**src/rtl/gmcm_pkg.sv**
```systemverilog
`default_nettype none

package gmcm_pkg;

    localparam int MAX_GROUP  = 8;
    localparam int INDEX_REACH = 8;
    localparam int GROUP_CAP  = (MAX_GROUP < INDEX_REACH) ? MAX_GROUP : INDEX_REACH;

    localparam int CFG_IDX_W  = 2;
    localparam int CFG_DATA_W = 16;

    localparam logic [3:0]  GROUP_SIZE_RST = 4'd1;
    localparam logic [15:0] TOLERANCE_RST  = 16'd50;
    localparam logic [15:0] SPREAD_RST     = 16'd150;
    localparam logic [15:0] POS_MAX        = 16'hFFFF;
    localparam logic [31:0] ELAPSED_MAX    = 32'hFFFF_FFFF;

    typedef enum logic [CFG_IDX_W-1:0] {
        CFG_GROUP_SIZE = 2'd0,
        CFG_TOLERANCE  = 2'd1,
        CFG_SPREAD     = 2'd2
    } t_cfg_idx;

    typedef enum logic [1:0] {
        ACT_START  = 2'd0,
        ACT_SAMPLE = 2'd1,
        ACT_TICK   = 2'd2
    } t_action;

    typedef enum logic [2:0] {
        ST_IDLE    = 3'd0,
        ST_MOVING  = 3'd1,
        ST_OK      = 3'd2,
        ST_TIMEOUT = 3'd3,
        ST_DESYNC  = 3'd4
    } t_status;

    typedef struct packed {
        logic [1:0]  action;
        logic [15:0] goal_position;
        logic [31:0] timeout_limit;
        logic [2:0]  actuator_index;
        logic [15:0] present_position;
        logic        is_moving;
    } t_req;

    typedef struct packed {
        logic [2:0]  move_status;
        logic [15:0] position_spread;
        logic        all_in_tolerance;
        logic        all_halted;
    } t_rsp;

endpackage

`default_nettype wire

```
**src/rtl/gmcm_req_if.sv**
```systemverilog
`default_nettype none

interface gmcm_req_if import gmcm_pkg::*; ();
    logic valid;
    logic ready;
    t_req data;

    modport source (output valid, output data, input ready);
    modport sink (input valid, input data, output ready);
endinterface

`default_nettype wire

```
**src/rtl/gmcm_rsp_if.sv**
```systemverilog
`default_nettype none

interface gmcm_rsp_if import gmcm_pkg::*; ();
    logic valid;
    logic ready;
    t_rsp data;

    modport source (output valid, output data, input ready);
    modport sink (input valid, input data, output ready);
endinterface

`default_nettype wire

```
**src/rtl/group_move_completion_monitor_unit.sv**
```systemverilog
`default_nettype none

// Channel   Direction  Handshake     Payload
// i_req     in         valid/ready   action, target, timeout, index, position, moving
// o_rsp     out        valid/ready   status, spread, all in tolerance, all halted
// i_cfg_*   in         write enable  group size, tolerance, spread limit
//
// Each request yields one response; it passes the input register, then the result registers.
// While responses are taken, one request per cycle is sustained: a one-deep input register feeds
// the state update, and the held result registers double as the output register.
// Reset is synchronous; it loads the default configuration and clears the state and both valids.
// A stalled response holds the update stage; an empty input register still takes one request.

module group_move_completion_monitor_unit import gmcm_pkg::*; #(
    parameter int GROUP_MAX = MAX_GROUP
) (
    input  logic                  i_clk,
    input  logic                  i_rst_n,
    input  logic                  i_cfg_we,
    input  logic [CFG_IDX_W-1:0]  i_cfg_addr,
    input  logic [CFG_DATA_W-1:0] i_cfg_wdata,
    gmcm_req_if.sink              i_req,
    gmcm_rsp_if.source            o_rsp
);

    localparam int SIZE_CAP = (GROUP_MAX < INDEX_REACH) ? GROUP_MAX : INDEX_REACH;

    logic [3:0]  r_group_size;
    logic [15:0] r_tolerance;
    logic [15:0] r_spread_limit;

    logic        r_in_valid;
    t_req        r_req;
    logic        r_out_valid;

    logic        r_armed,    n_armed;
    logic [15:0] r_goal,     n_goal;
    logic [31:0] r_allowed,  n_allowed;
    logic [31:0] r_elapsed,  n_elapsed;
    logic        r_within,   n_within;
    logic        r_stopped,  n_stopped;
    logic        r_close,    n_close;
    logic [15:0] r_min,      n_min;
    logic [15:0] r_max,      n_max;
    t_status     r_status,   n_status;
    logic [15:0] r_h_spread, n_h_spread;
    logic        r_h_within, n_h_within;
    logic        r_h_halted, n_h_halted;

    logic        s_fire;
    logic [3:0]  s_eff_size;
    logic [3:0]  s_index;
    logic        s_in_round;
    logic        s_first;
    logic        s_last;
    logic        s_b_within;
    logic        s_b_stopped;
    logic        s_b_close;
    logic [15:0] s_b_min;
    logic [15:0] s_b_max;
    logic [15:0] s_dist;
    logic        f_within;
    logic        f_stopped;
    logic        f_close;
    logic [15:0] f_min;
    logic [15:0] f_max;
    logic [15:0] s_spread;
    logic        s_timeout;
    t_status     s_decision;
    logic        s_terminal;

    assign s_fire      = r_in_valid && (!r_out_valid || o_rsp.ready);
    assign i_req.ready = !r_in_valid || s_fire;

    assign o_rsp.valid                 = r_out_valid;
    assign o_rsp.data.move_status      = r_status;
    assign o_rsp.data.position_spread  = r_h_spread;
    assign o_rsp.data.all_in_tolerance = r_h_within;
    assign o_rsp.data.all_halted       = r_h_halted;

    always_ff @(posedge i_clk) begin
        if (!i_rst_n) begin
            r_group_size   <= GROUP_SIZE_RST;
            r_tolerance    <= TOLERANCE_RST;
            r_spread_limit <= SPREAD_RST;
        end else if (i_cfg_we) begin
            case (i_cfg_addr)
                CFG_GROUP_SIZE: r_group_size   <= i_cfg_wdata[3:0];
                CFG_TOLERANCE:  r_tolerance    <= i_cfg_wdata;
                CFG_SPREAD:     r_spread_limit <= i_cfg_wdata;
                default: ;
            endcase
        end
    end

    always_ff @(posedge i_clk) begin
        if (!i_rst_n) begin
            r_in_valid <= 1'b0;
        end else if (i_req.ready) begin
            r_in_valid <= i_req.valid;
        end
    end

    always_ff @(posedge i_clk) begin
        if (i_req.valid && i_req.ready) begin
            r_req <= i_req.data;
        end
    end

    always_ff @(posedge i_clk) begin
        if (!i_rst_n) begin
            r_out_valid <= 1'b0;
        end else if (s_fire) begin
            r_out_valid <= 1'b1;
        end else if (o_rsp.ready) begin
            r_out_valid <= 1'b0;
        end
    end

    always_comb begin
        if (r_group_size == 4'd0) begin
            s_eff_size = 4'd1;
        end else if (r_group_size > 4'(SIZE_CAP)) begin
            s_eff_size = 4'(SIZE_CAP);
        end else begin
            s_eff_size = r_group_size;
        end
    end

    assign s_index    = {1'b0, r_req.actuator_index};
    assign s_in_round = s_index < s_eff_size;
    assign s_first    = r_req.actuator_index == 3'd0;
    assign s_last     = s_index == (s_eff_size - 4'd1);

    assign s_b_within  = s_first ? 1'b1    : r_within;
    assign s_b_stopped = s_first ? 1'b1    : r_stopped;
    assign s_b_close   = s_first ? 1'b1    : r_close;
    assign s_b_min     = s_first ? POS_MAX : r_min;
    assign s_b_max     = s_first ? 16'd0   : r_max;

    assign s_dist = (r_req.present_position >= r_goal) ?
                    (r_req.present_position - r_goal) :
                    (r_goal - r_req.present_position);

    assign f_within  = s_b_within && (s_dist <= r_tolerance);
    assign f_close   = s_b_close && ({1'b0, s_dist} <= {r_tolerance, 1'b0});
    assign f_stopped = s_b_stopped && !r_req.is_moving;
    assign f_min     = (r_req.present_position < s_b_min) ? r_req.present_position : s_b_min;
    assign f_max     = (r_req.present_position > s_b_max) ? r_req.present_position : s_b_max;

    assign s_spread  = (s_eff_size >= 4'd2 && f_max >= f_min) ? (f_max - f_min) : 16'd0;
    assign s_timeout = r_elapsed > r_allowed;

    always_comb begin
        s_terminal = 1'b1;
        if (s_timeout) begin
            s_decision = ST_TIMEOUT;
        end else if (f_within) begin
            s_decision = ST_OK;
        end else if (f_stopped && (s_spread > r_spread_limit)) begin
            s_decision = ST_DESYNC;
        end else if (f_stopped && f_close) begin
            s_decision = ST_OK;
        end else begin
            s_decision = ST_MOVING;
            s_terminal = 1'b0;
        end
    end

    always_comb begin
        n_armed    = r_armed;
        n_goal     = r_goal;
        n_allowed  = r_allowed;
        n_elapsed  = r_elapsed;
        n_within   = r_within;
        n_stopped  = r_stopped;
        n_close    = r_close;
        n_min      = r_min;
        n_max      = r_max;
        n_status   = r_status;
        n_h_spread = r_h_spread;
        n_h_within = r_h_within;
        n_h_halted = r_h_halted;
        if (s_fire) begin
            case (r_req.action)
                ACT_START: begin
                    n_armed    = 1'b1;
                    n_goal     = r_req.goal_position;
                    n_allowed  = r_req.timeout_limit;
                    n_elapsed  = 32'd0;
                    n_within   = 1'b1;
                    n_stopped  = 1'b1;
                    n_close    = 1'b1;
                    n_min      = POS_MAX;
                    n_max      = 16'd0;
                    n_status   = ST_MOVING;
                    n_h_spread = 16'd0;
                    n_h_within = 1'b0;
                    n_h_halted = 1'b0;
                end
                ACT_SAMPLE: begin
                    if (r_armed && s_in_round) begin
                        if (s_last) begin
                            n_h_spread = s_spread;
                            n_h_within = f_within;
                            n_h_halted = f_stopped;
                            n_status   = s_decision;
                            n_armed    = !s_terminal;
                            n_within   = 1'b1;
                            n_stopped  = 1'b1;
                            n_close    = 1'b1;
                            n_min      = POS_MAX;
                            n_max      = 16'd0;
                        end else begin
                            n_within  = f_within;
                            n_stopped = f_stopped;
                            n_close   = f_close;
                            n_min     = f_min;
                            n_max     = f_max;
                        end
                    end
                end
                ACT_TICK: begin
                    if (r_armed && r_elapsed != ELAPSED_MAX) begin
                        n_elapsed = r_elapsed + 32'd1;
                    end
                end
                default: ;
            endcase
        end
    end

    always_ff @(posedge i_clk) begin
        if (!i_rst_n) begin
            r_armed    <= 1'b0;
            r_goal     <= 16'd0;
            r_allowed  <= 32'd0;
            r_elapsed  <= 32'd0;
            r_within   <= 1'b1;
            r_stopped  <= 1'b1;
            r_close    <= 1'b1;
            r_min      <= POS_MAX;
            r_max      <= 16'd0;
            r_status   <= ST_IDLE;
            r_h_spread <= 16'd0;
            r_h_within <= 1'b0;
            r_h_halted <= 1'b0;
        end else begin
            r_armed    <= n_armed;
            r_goal     <= n_goal;
            r_allowed  <= n_allowed;
            r_elapsed  <= n_elapsed;
            r_within   <= n_within;
            r_stopped  <= n_stopped;
            r_close    <= n_close;
            r_min      <= n_min;
            r_max      <= n_max;
            r_status   <= n_status;
            r_h_spread <= n_h_spread;
            r_h_within <= n_h_within;
            r_h_halted <= n_h_halted;
        end
    end

endmodule

`default_nettype wire
```
**src/flat_wrapper.sv**
```systemverilog
// flat-port wrapper written by rule: the top's interface ports become plain ports
module group_move_completion_monitor_unit_flat import gmcm_pkg::*;
#(
    parameter int GROUP_MAX = MAX_GROUP
)
  (i_clk, i_rst_n, i_cfg_we, i_cfg_addr, i_cfg_wdata, i_req_valid, i_req_data, i_req_ready, o_rsp_valid, o_rsp_data, o_rsp_ready);
  gmcm_req_if i_req_i ();
  gmcm_rsp_if o_rsp_i ();
  input  logic i_clk;
  input  logic i_rst_n;
  input  logic i_cfg_we;
  input  logic [CFG_IDX_W-1:0] i_cfg_addr;
  input  logic [CFG_DATA_W-1:0] i_cfg_wdata;
  input wire logic [$bits(i_req_i.valid)-1:0] i_req_valid;
  input wire logic [$bits(i_req_i.data)-1:0] i_req_data;
  output wire logic [$bits(i_req_i.ready)-1:0] i_req_ready;
  output wire logic [$bits(o_rsp_i.valid)-1:0] o_rsp_valid;
  output wire logic [$bits(o_rsp_i.data)-1:0] o_rsp_data;
  input wire logic [$bits(o_rsp_i.ready)-1:0] o_rsp_ready;
  assign i_req_i.valid = i_req_valid;
  assign i_req_i.data = i_req_data;
  assign i_req_ready = i_req_i.ready;
  assign o_rsp_valid = o_rsp_i.valid;
  assign o_rsp_data = o_rsp_i.data;
  assign o_rsp_i.ready = o_rsp_ready;
  group_move_completion_monitor_unit #(.GROUP_MAX(GROUP_MAX)) u_core (.i_clk(i_clk), .i_rst_n(i_rst_n), .i_cfg_we(i_cfg_we), .i_cfg_addr(i_cfg_addr), .i_cfg_wdata(i_cfg_wdata), .i_req(i_req_i), .o_rsp(o_rsp_i));
endmodule
```
**config.mk**
```make
export PLATFORM = sky130hd
export DESIGN_NAME = group_move_completion_monitor_unit_flat
export DESIGN_NICKNAME = d
export VERILOG_FILES = /design/src/rtl/gmcm_pkg.sv /design/src/rtl/gmcm_req_if.sv /design/src/rtl/gmcm_rsp_if.sv /design/src/rtl/group_move_completion_monitor_unit.sv /design/src/flat_wrapper.sv
export SDC_FILE = /design/constraint.sdc
export NUM_CORES = 1
export LEC_CHECK = 0
export BUFFER_PORTS_ARGS = -buffer_cell sky130_fd_sc_hd__buf_2
export CORE_ASPECT_RATIO = 1.25
export CORE_MARGIN = 2
export CORE_UTILIZATION = 61
export DETAILED_ROUTE_END_ITERATION = 7
export GPL_TIMING_DRIVEN = 0
export PLACE_DENSITY = 0.83
export SLEW_MARGIN = 10
export SYNTH_ARGS = -nofsm -noshare
export SYNTH_HDL_FRONTEND = slang
export SYNTH_SLANG_ARGS = --single-unit
```
**constraint.sdc**
```tcl
create_clock -name i_clk -period 8.05 [get_ports i_clk]
set_input_delay 1.2075 -clock i_clk [delete_from_list [all_inputs] [get_ports i_clk]]
set_output_delay 1.2075 -clock i_clk [all_outputs]
set_load 0.02 [all_outputs]
```
## Word level (Yosys, flattened, before mapping)

Index checks and enable logic that the tools add are counted.

- Flip-flop bits (word level): 245
- Input bits: 93

- Equal/unequal tests: 9
- Order comparisons: 11
- $add $sub $neg: 5
- Muxes and demuxes: 53
- Reduce and logical (&&, ||, !) cells: 30

Operators by type and width:

| kind | number |
|---|---|
| 16-bit 2-to-1 mux | 12 |
| 16-bit case mux with 2 select lines | 3 |
| 32-bit case mux with 2 select lines | 1 |
| 16-bit subtractor | 3 |
| 32-bit by 1-bit adder with 32-bit output (second input constant) | 1 |
| 16-bit greater-or-equal comparator | 2 |
| 16-bit > comparator | 2 |
| 32-bit > comparator | 1 |
| 32-bit 2-to-1 mux | 1 |
| 32-bit != test (second input constant) | 1 |
| 1-bit 2-to-1 mux | 21 |
| 16-bit by 17-bit less-or-equal comparator with 1-bit output | 1 |
| 16-bit less-or-equal comparator | 1 |
| 16-bit < comparator | 1 |
| 3-bit 2-to-1 mux | 5 |
| 1-bit case mux with 2 select lines | 6 |
| 1-bit logical AND | 10 |
| 4-bit 2-to-1 mux | 2 |
| 2-bit AND reduction | 4 |
| 2-bit by 1-bit != test with 1-bit output (second input constant) | 3 |
| 3-bit case mux with 2 select lines | 1 |
| 3-bit AND reduction | 2 |
| 2-bit nonzero test | 3 |
| 2-bit by 1-bit equality test with 1-bit output (second input constant) | 2 |
| 13 further kinds | 19 |

## Longest topological paths before layout

Gate-level depths: netlist of the first run.

- Word-level depth: 16
- Mapped depth: 33
- Mapped depth without buffers: 28

## Worst setup path before layout of the first run

No wires, ideal clock.

- Path kind: register to register
- From: reg u_core.r_req[18] in the netlist's numbering
- To: reg u_core.r_status[2]
- Stages on the path, launching flop included: 32
- Required time: 7.933 ns
- Arrival: 6.231 ns
- Setup slack: 1.701 ns
- Buffers on the path: 7
- Library setup time: 0.117 ns
- Path through: edfxtp_1 > or3_1 > clkbuf_1 > clkbuf_1 > nand2_1 > ha_1 > a21o_1 > a21o_1 > a21oi_1 > nor2_1 > or3_1 > clkbuf_1 > o21bai_1 > buf_2 > buf_4 > mux2i_1 > ha_1 > clkbuf_1 > and3_1 > and4_1 > a41o_1 > a211o_1 > nand2_1 > buf_2 > nor2_1 > ha_1 > a21oi_1 > o21ai_0 > a221o_1 > o31ai_1 > inv_1 > a32o_1

- Word-level cells in the longest chain between the ends: 15

RTL lines:

| what | RTL line | source |
|---|---|---|
| start, declared | group_move_completion_monitor_unit.sv:33 | `t_req r_req;` |
| start signal, assigned | group_move_completion_monitor_unit.sv:106 | `r_req <= i_req.data;` |
| 3-bit logical NOT | group_move_completion_monitor_unit.sv:132 | `assign s_first = r_req.actuator_index == 3'd0;` |
| 16-bit 2-to-1 mux (on tied branches) | group_move_completion_monitor_unit.sv:139, group_move_completion_monitor_unit.sv:138 |  |
| 16-bit > comparator / 16-bit < comparator (equally long branches) | group_move_completion_monitor_unit.sv:149, group_move_completion_monitor_unit.sv:148 |  |
| 16-bit 2-to-1 mux (on tied branches) | group_move_completion_monitor_unit.sv:149, group_move_completion_monitor_unit.sv:148 |  |
| 16-bit greater-or-equal comparator | group_move_completion_monitor_unit.sv:151 | `assign s_spread = (s_eff_size >= 4'd2 && f_max >= f_min) ? (f_max - f_min) : 16'd0;` |
| 1-bit logical AND | group_move_completion_monitor_unit.sv:151 |  |
| 16-bit 2-to-1 mux | group_move_completion_monitor_unit.sv:151 |  |
| 16-bit > comparator | group_move_completion_monitor_unit.sv:160 | `end else if (f_stopped && (s_spread > r_spread_limit)) begin` |
| 1-bit logical AND | group_move_completion_monitor_unit.sv:160 |  |
| 3-bit 2-to-1 mux | group_move_completion_monitor_unit.sv:160 |  |
| 3-bit 2-to-1 mux | group_move_completion_monitor_unit.sv:158 | `end else if (f_within) begin` |
| 3-bit 2-to-1 mux | group_move_completion_monitor_unit.sv:156 | `if (s_timeout) begin` |
| 3-bit 2-to-1 mux | group_move_completion_monitor_unit.sv:203 | `if (s_last) begin` |
| 3-bit 2-to-1 mux | group_move_completion_monitor_unit.sv:202 | `if (r_armed && s_in_round) begin` |
| 3-bit case mux with 2 select lines | group_move_completion_monitor_unit.sv:185 | `case (r_req.action)` |
| end signal, assigned | group_move_completion_monitor_unit.sv:258 | `r_status <= n_status;` |
| end, declared | group_move_completion_monitor_unit.sv:45 | `t_status r_status, n_status;` |

Parallel ways exist; a longest one is shown, timed or not. The select of a mux whose other input is x is not followed.
A chain may end at the register's enable or synchronous reset.

## Final worst setup path of the first run

- From: reg u_core.r_req[18] in the netlist's numbering
- To: reg u_core.r_status[1]

Same word-level chain as after synthesis.

==> impl_results.md, run 1 <==
- Fin. max-slew vios: 0
- Sequential cell area fraction in the yosys report: 0.371
- Post-synthesis register bit count: between 200 and 250
- Post-Synth XOR/XNOR Area: 0.0290
- # setup viols final: 0
- Status: finished, final reports clean
- Synthesized Nets: 2000
- Crit path capture: u_core.r_status[1]
- Final Skew: between 0.02 and 0.03 ns
- Synth area leaders: dfxtp_1 23%, edfxtp_1 14%, ha_1 14%
- Max frequency: ~130 MHz
- R2R depth: 32
- Yosys top cell by area: dfxtp_1
- Die W: approximately 140 um
- CP Max Fanout: 10
- Count leader, synth: nand2_1
- Core footprint: roughly 24000 um^2
- CP Data Required Time: 8.50 ns
- NumNets Final: ~2100
- Fillers: a little under 2000
- Vias in the first global route: ~13000
- Placer Congestion: ~0.99
- 1st-iter DRT viols: approximately 1000
- CTS Sinks: 245
- Leak: roughly 7 nW
- Yosys warning count: 0
- Share of layout cells above drive strength 1: 0.114
- Final setup margin: about 0.5 ns
- Syn Area/Cell: between 8 and 9 um^2
- Fin crit period: roughly 7.6 ns
- R2R setup slack: 0.50 ns
- Crit end category: register
- M1 GR Usage: 0.351
- CP max stage delay: approximately 0.48 ns
- Async S/R FF share, synth: 0
- Relative slew margins: 0.459
- Worst setup SP type: register
- Drt total wl: a little under 40 mm
- Via density: 5.92
- Cell area after synthesis: 15100 um^2
- Vias: between 10000 and 15000
- DRC Markers: 0
- Initial Utilization: 0.618
- RSZ-0062 raised after global routing: no
- Type of the most critical hold path: register to register
- WP data arrival: ~8 ns
- Routed len/inst: 17.6 um
- Reg clk slew, reported paths: ~0.070 ns
- Total track usage: 0.304
- Synth cell count leaders: 277 x nand2_1, 175 x dfxtp_1, 163 x ha_1, 136 x inv_1, 105 x nor2_1
- Worst vdd ir: 0.193 mV
- Post-Synthesis Cells: 1741
- TNS Setup: 0 ns
- Num rows: 64
- First-pass GRT wire length: ~64 mm
- Setup Fix Bufs, Post-CTS: 0
- Area growth syn-to-layout: 12.5%
- Area share of the largest cell type after synthesis: 0.232
- Final core occ: 0.695
- Routed Antenna Nets: 0
- I/O pin count: 116
- IO buf count: 115
- CTS tree: built
- Library cells used by synthesis: 81
- Grt met3 use: 0.0368
- Hold Buf Count CTS: 0
- RR Endpoint: u_core.r_status[1]
- Die area: about 26000 um^2
- First-pass DRT Iterations: 5
- EDFF count, synth: 70
- CTS root buf: clkbuf_16
- Met2 Track Usage GR: 0.544
- Layer with the highest usage: met2
- Clock Path Buffers: 3
- PnR Total Power: 3.02 mW
- Compound-Gate Fraction of Synth Area: 0.177
- Worst-Margin Slew: 0.811 ns
- Total CTS buffers: 25
- FF-to-FF Start: u_core.r_req[18]
- Final Cycle Share: 0.938
- Pre-CTS setup slack: roughly 0.25 ns
- Max-Cap Viols: 0
- Cell repeated most along the worst path: a21o_1
- Hold violation count in the final report: 0
- H-tree depth: 1
- Post-Synth Adder-Cell Area: 0.139
- Simple-gate share of the synthesized area: 0.202
- Die H: roughly 180 um
- Initial antenna violation count: 0
- Largest net degree at the start of global routing: 47
- Mux cell area share after synthesis: 0.0216
- Crit-path slowest cell: edfxtp_1
- Placed wire-length estimate: roughly 31 mm
- PwrDens: between 150 and 200 nW/um^2
- CP startpoint: u_core.r_req[18]
- Main synth FF type: dfxtp_1
- Skew-Pair Late Insertion Delay: around 0.56 ns
- Grt ovf: 0
- Crit Path Category: register to register
- Main combinational cell family by area after synthesis: simple AND/OR/NAND/NOR gates
## area by class of cell
cell class | count | area, um^2 | share of cell area
Antenna cell | 1 | 2.50 | 0.000147
Buffer | 82 | 393 | 0.0231
Clock buffer | 31 | 679 | 0.0400
Clock inverter | 15 | 153 | 0.00899
Inverter | 136 | 510 | 0.0301
Multi-Input combinational cell | 1278 | 8620 | 0.508
Sequential cell | 245 | 5610 | 0.330
Tap cell | 330 | 413 | 0.0243
Timing Repair Buffer | 116 | 596 | 0.0351
## flip-flops by register name (all words and copies together), names as in the netlist, 3 cells and up
register and count:
u_core.r_allowed 32, u_core.r_elapsed 32, u_core.r_goal 16, u_core.r_group_size 4, u_core.r_h_spread 16, u_core.r_max 16
u_core.r_min 16, u_core.r_req 70, u_core.r_spread_limit 16, u_core.r_status 3, u_core.r_tolerance 16
## critical path, delay by kind of cell, from the launching register on
kind	cells	cell delay, ns
buffers and inverters	7	1.32
DFF	1	0.48
and+or+nand+nor	7	1.44
AOI/OAI and AO/OA	15	3.17
adders and majority gates	3	1.00
## worst min path at each step
| stage | from | endpoint | slack [ns] | cells after the start |
|---|---|---|---|---|
| 3_5_place_dp | u_core.r_h_spread[12] | u_core.r_h_spread[12] | 0.44 | 2 |
| 6_report | u_core.r_h_spread[12] | u_core.r_h_spread[12] | 0.45 | 2 |
| 3_3_place_gp | u_core.r_h_spread[11] | u_core.r_h_spread[11] | 0.43 | 2 |
| 2_1_floorplan | u_core.r_max[0] | u_core.r_max[0] | 0.43 | 2 |
| 5_1_grt | u_core.r_h_spread[6] | u_core.r_h_spread[6] | 0.47 | 2 |
| 4_1_cts | u_core.r_h_spread[12] | u_core.r_h_spread[12] | 0.44 | 2 |
## where the power goes
part           total, mW  internal [mW]  switching, mW
clock network       1.18          0.671          0.512
logic              0.510          0.194          0.316
registers           1.33           1.31         0.0257
## kinds of logic (layout without fill, tap and decap cells)
family	after synthesis	after routing
other cells	0	1
compound gates	392	392
flops	245	245
fa+ha+maj	166	166
xor+xnor	50	50
simple gates	638	638
buf+inv	218	380
mux	32	32
## layout by cell type, fill, tap and decap left out, drive strengths merged, types with 35 or more instances in the layout
cell,instances
a21oi,68
nand3,47
buf,147
nand2,278
o21ai,74
o211ai,35
nor2,105
nor3,42
ha,163
edfxtp,70
inv,138
dfxtp,175
clkbuf,82
a21boi,79
## through the flow
stage / std cells / cell area (um^2) / hold WS [ns]
floorplan: 1741 / 15100 / 0.432
CTS: 2233 / 16900 / 0.445
global route: 2233 / 17000 / 0.469
detailed placement: 2187 / 16100 / 0.435
finish: 2234 / 17000 / 0.446
global placement: 2186 / 16100 / 0.429
## metal layers
| metal | part of all wire | vias up |
|---|---|---|
| li1 | - | 6466 |
| met1 | 0.39 | 6125 |
| met2 | 0.50 | 503 |
| met3 | 0.059 | 137 |
| met4 | 0.058 | 0 |
| met5 | 0 | - |
## what timing repair did
action | CTS | global route
gates resized for setup | 0 | 9
setup endpoints to repair | 0 | 4
endpoints found under the hold margin | 0 | 0
Power figures use the tool's default switching activity.
==> inputs of run 2 (changes only) <==
PLACE_DENSITY = 0.84   (was 0.83)
REMOVE_ABC_BUFFERS = 1   (was not set)
==> impl_results.md, run 2 (synthesis results as in run 1) <==
- Hold Buf Count CTS: 0
- Delay-heaviest family, CP: compound AO/OA/AOI/OAI gates
- Relative slew margins: 0.214
- DRC Markers: 0
- # diodes: 0
- Share of layout cells above drive strength 1: 0.111
- Non-Filler Instances: roughly 2200
- IO buf count: between 100 and 150
- CP Data Required Time: 8.49 ns
- Most frequent cells in the layout: 277 x nand2_1, 175 x dfxtp_1, 163 x ha_1
- PwrDens: between 150 and 200 nW/um^2
- Critical path buffer and inverter count: 2
- Area growth syn-to-layout: 11.4%
- Cell repeated most along the worst path: ha_1
- Largest regs: u_core.r_req x70, u_core.r_allowed x32, u_core.r_elapsed x32
- NumNets Final: 2071
- Largest Register: u_core.r_req
- Drt total wl: about 37 mm
- Crit-path slowest cell: or3_2
- Core footprint: approximately 24000 um^2
- Die W: around 140 um
- Placed Cells: between 2000 and 2500
- Initial Utilization: 0.618
- Routed len/inst: between 15 and 20 um
- Die H: ~180 um
- TNS Setup: 0 ns
- I/O pin count: between 100 and 150
- Total track usage: 0.281
- Die area: approximately 26000 um^2
- Initial antenna violation count: 0
- First-pass GRT wire length: around 60 mm
- Vias in the first global route: ~13000
- WP data arrival: around 8.1 ns
- Crit end category: register
- H-tree depth: 1
- CP Max Fanout: 33
- PnR Total Power: a little over 3 mW
- CTS tree: built
- Routed Antenna Nets: 0
- Worst vdd ir: between 0.15 and 0.2 mV
- Final Skew: 0.0270 ns
- Max-Cap Viols: 0
- Vias: 13000
- Via density: around 6
- Grt ovf: 0
- Type of the most critical hold path: register to register
- Crit Path Category: register to register
- 1st-iter DRT viols: around 910
- Total CTS buffers: 26
- Hold violation count in the final report: 0
- Fin. max-slew vios: 0
- CTS Sinks: between 200 and 250
- Placed wire-length estimate: around 28 mm
- Num rows: between 60 and 70
- Final Cycle Share: 0.953
- Max frequency: between 100 and 150 MHz
- # setup viols final: 0
- Clock Path Buffers: 3
- Worst-Margin Slew: 1.17 ns
- Pre-CTS setup slack: -0.533 ns
- Worst setup SP type: register
- RSZ-0062 raised after global routing: no
- Final setup margin: about 0.38 ns
- Placer Congestion: ~0.95
- CTS root buf: clkbuf_16
- First-pass DRT Iterations: 5
- Commonest non-fill, non-tap cell in the layout: nand2_1
- Largest net degree at the start of global routing: 90
- Fin crit period: ~7.7 ns
- Reg clk slew, reported paths: 0.06 ns
- Status: finished, final reports clean
- Max FFs per register: 70
- Leak: 6.94 nW
- Skew-Pair Late Insertion Delay: 0.55 ns
- CP max stage delay: 0.71 ns
==> run 2: cell count changes in the layout (fill, tap and decap cells not counted), moves of 2 or more <==
cell,change
bufinv_16,+2
buf_8,+2
buf_16,+3
clkbuf_1,-49
or3_1,-2
clkinv_1,-2
buf_6,-2
clkinv_2,+4
buf_4,-5
buf_2,-20
==> run 2: area by class of cell <==
cell class / count / area, um^2
Multi-Input combinational cell: 1278 / 8660
Fill cell: 1845 / 7610
Sequential cell: 245 / 5610
Timing Repair Buffer: 125 / 748
Clock buffer: 31 / 669
Inverter: 136 / 510
Tap cell: 330 / 413
Clock inverter: 17 / 205
==> run 2: what timing repair did <==
item	CTS	global route
endpoints found under the setup margin	4	4
endpoints found under the hold margin	0	0
gates resized for setup	4	5
setup buffers	0	0
==> run 2: worst register-to-register path: stages, from the launching register on <==
cell,delay (ns)
edfxtp_1,0.45
or3_4,0.58
nand2_1,0.25
ha_1,0.27
nor2b_1,0.13
o21a_1,0.16
o21ai_0,0.18
a211oi_1,0.12
or3_2,0.71
o21bai_4,0.43
buf_8,0.22
mux2i_1,0.22
ha_1,0.33
a21o_1,0.21
a21o_1,0.26
a211o_1,0.29
a41o_1,0.23
a211o_1,0.28
nand2_1,0.35
nor2_1,0.15
ha_1,0.34
nand3_1,0.13
nor4_1,0.42
a21boi_0,0.29
o31ai_2,0.15
inv_1,0.10
o211ai_1,0.10
a22o_1,0.23
==> run 2: path summary, 6_finish.rpt <==
| check | start | to | slack [ns] | depth (start not counted) |
|---|---|---|---|---|
| hold reg to reg | u_core.r_h_spread[10] | u_core.r_h_spread[10] | 0.45 | 2 |
| setup / recovery | u_core.r_req[18] | u_core.r_status[1] | 0.38 | 27 |
| setup reg to reg | u_core.r_req[18] | u_core.r_status[1] | 0.38 | 27 |
| hold / removal | u_core.r_h_spread[10] | u_core.r_h_spread[10] | 0.45 | 2 |
==> run 2: metal layers <==
layer / up-vias / GRT usage / wire length, um
met5: - / 0 / 0
met4: 0 / 0.149 / 1890
met3: 118 / 0.0397 / 2220
met2: 478 / 0.484 / 18200
met1: 6079 / 0.335 / 14600
li1: 6325 / - / -
==> run 2: report_power, final <==
group | switching [mW] | internal (mW) | leakage [nW]
Sequential | 0.0242 | 1.31 | 2.10
Combinational | 0.304 | 0.191 | 4.41
Clock | 0.505 | 0.725 | 0.421
Total | 0.832 | 2.22 | 6.94
==> run 2: per-stage QoR <==
step                      hold WS, ns  utilization  cell area (um^2)
after global routing            0.469        0.688             16800
after floorplan                 0.432            -             14700
final                           0.445        0.688             16800
after global placement          0.431        0.642             15700
after detailed placement        0.438        0.651             15900
after CTS                       0.447        0.687             16800
==> inputs of run 3 (changes only) <==
CORE_MARGIN = not set   (was 2)
==> impl_results.md, run 3 (synthesis results as in run 1) <==
- Status: finished, final reports clean
- Relative slew margins: 0.221
- Skew-Pair Late Insertion Delay: around 0.54 ns
- Routed len/inst: ~17 um
- Largest Register: u_core.r_req
- 1st-iter DRT viols: between 800 and 900
- Clock Path Buffers: 3
- Type of the most critical hold path: register to register
- FF-to-FF Start: u_core.r_req[18]
- Worst-Margin Slew: between 1 and 1.5 ns
- Final core occ: 0.686
- Hold_sp: u_core.r_h_spread[9]
- Max frequency: about 130 MHz
- Vias: about 13000
- Final hold slack: 0.445 ns
- R2R setup slack: 0.36 ns
- Drt total wl: 36.4 mm
- Area growth syn-to-layout: 11.1%
- PwrDens: approximately 180 nW/um^2
- Largest regs: u_core.r_req x70, u_core.r_allowed x32, u_core.r_elapsed x32
- Leak: between 6 and 7 nW
- Grt ovf: 0
- Initial antenna violation count: 0
- NumNets Final: a little over 2000
- Final Skew: about 0.02 ns
- First-pass GRT wire length: between 50 and 60 mm
- Worst vdd ir: ~0.21 mV
- Fin crit period: 7.69 ns
- Placer Congestion: between 0.9 and 1
- Reg clk slew, reported paths: about 0.060 ns
- First-pass DRT Iterations: 8
- Via density: 5.97
- DRC Markers: 0
- Total CTS buffers: 25
- # setup viols final: 0
- Multi-input logic area: 8650 um^2
- Placed wire-length estimate: approximately 28 mm
- Crit end category: register
- CP Max Fanout: 33
- Share of layout cells above drive strength 1: 0.110
- PnR Total Power: ~3.0 mW
- R2R depth: 27
- Max FFs per register: 70
- Vias in the first global route: around 12000
- Routed Antenna Nets: 0
- WP data arrival: 8.12 ns
- CTS root buf: clkbuf_16
- Hold violation count in the final report: 0
- Fin. max-slew vios: 0
- WHS Endpoint: u_core.r_h_spread[9]
- Total track usage: 0.292
- Fillers: 1903
- Crit Path Category: register to register
- Worst setup SP type: register
- Final Cycle Share: 0.955
- I/O pin count: about 120
- Max-Cap Viols: 0
- CTS Sinks: roughly 250
- Core footprint: around 24000 um^2
- CTS tree: built
- Initial Utilization: 0.618
- Hold path cells: 2
- CP Data Required Time: roughly 8.5 ns
- RR Endpoint: u_core.r_status[1]
- # diodes: 0
- Die area: 25400 um^2
- Register area: approximately 5600 um^2
- Num rows: 64
- Die H: 178 um
- Die W: 143 um
- Hold Buf Count CTS: 0
- Largest net degree at the start of global routing: 60
- Commonest non-fill, non-tap cell in the layout: nand2_1
- IO buf count: 115
- Most frequent cells in the layout: 277 x nand2_1, 175 x dfxtp_1, 163 x ha_1
- H-tree depth: 1
- RSZ-0062 raised after global routing: no
- Setup Fix Bufs, Post-CTS: 0
-- run 3: critical path, cell delays in order, from the launching register on --
cell and delay (ns):
edfxtp_1 0.46, or3_4 0.58, nand2_1 0.24, ha_1 0.27
nor2b_1 0.13, o21a_1 0.15, o21ai_0 0.15, a211oi_1 0.10
or3_2 0.71, o21bai_4 0.36, buf_8 0.22, mux2i_1 0.25
ha_1 0.31, a21oi_1 0.22, nand2b_1 0.19, or3_1 0.35
a211oi_1 0.43, nor4_1 0.12, a311oi_1 0.51, nor2_1 0.13
ha_1 0.33, nand3_1 0.10, nor4_1 0.37, a21boi_0 0.28
o31ai_2 0.16, inv_1 0.10, o211ai_1 0.10, a22o_1 0.22
-- run 3: power by group --
part	total [mW]	switching, mW	internal, mW	leakage, nW
registers	1.33	0.0247	1.31	2.10
logic	0.487	0.297	0.190	4.41
clock network	1.20	0.503	0.702	0.404
total	3.02	0.825	2.20	6.91
-- run 3: final cells by class --
class	instances	area share
Tap cell	330	0.0246
Clock buffer	27	0.0378
Multi-Input combinational cell	1278	0.516
Clock inverter	19	0.0129
Timing Repair Buffer	125	0.0439
Inverter	136	0.0305
Sequential cell	245	0.334
-- run 3: worst max path at each step --
| stage | start | end | cells after the start |
|---|---|---|---|
| after floorplan | u_core.r_req[18] | u_core.r_status[2] | 25 |
| after global placement | u_core.r_req[18] | u_core.r_status[1] | 26 |
| after detailed placement | u_core.r_req[19] | u_core.r_status[1] | 27 |
| after CTS | u_core.r_req[18] | u_core.r_status[1] | 27 |
| after global routing | u_core.r_req[18] | u_core.r_status[1] | 27 |
| final | u_core.r_req[18] | u_core.r_status[1] | 27 |
-- run 3: through the flow --
stage	cells	area, um^2	worst slack, ns	TNS (ns)
floorplan	1659	14700	-1.71	-8.72
global placement	2104	15700	-4.09	-49.00
detailed placement	2114	15900	-0.461	-1.70
CTS	2160	16700	0.0230	0
global route	2160	16800	0.0353	0
finish	2160	16800	0.364	0
-- run 3: per-layer routing --
layer	global-route usage	part of all wire
met5	0	0
met2	0.527	0.50
met1	0.343	0.40
met3	0.0335	0.054
met4	0.136	0.045
-- run 3: timing repair --
action	4_1_cts	5_1_grt
resized for setup	4	2
endpoints found under the hold margin	0	0
endpoints found under the setup margin	4	4
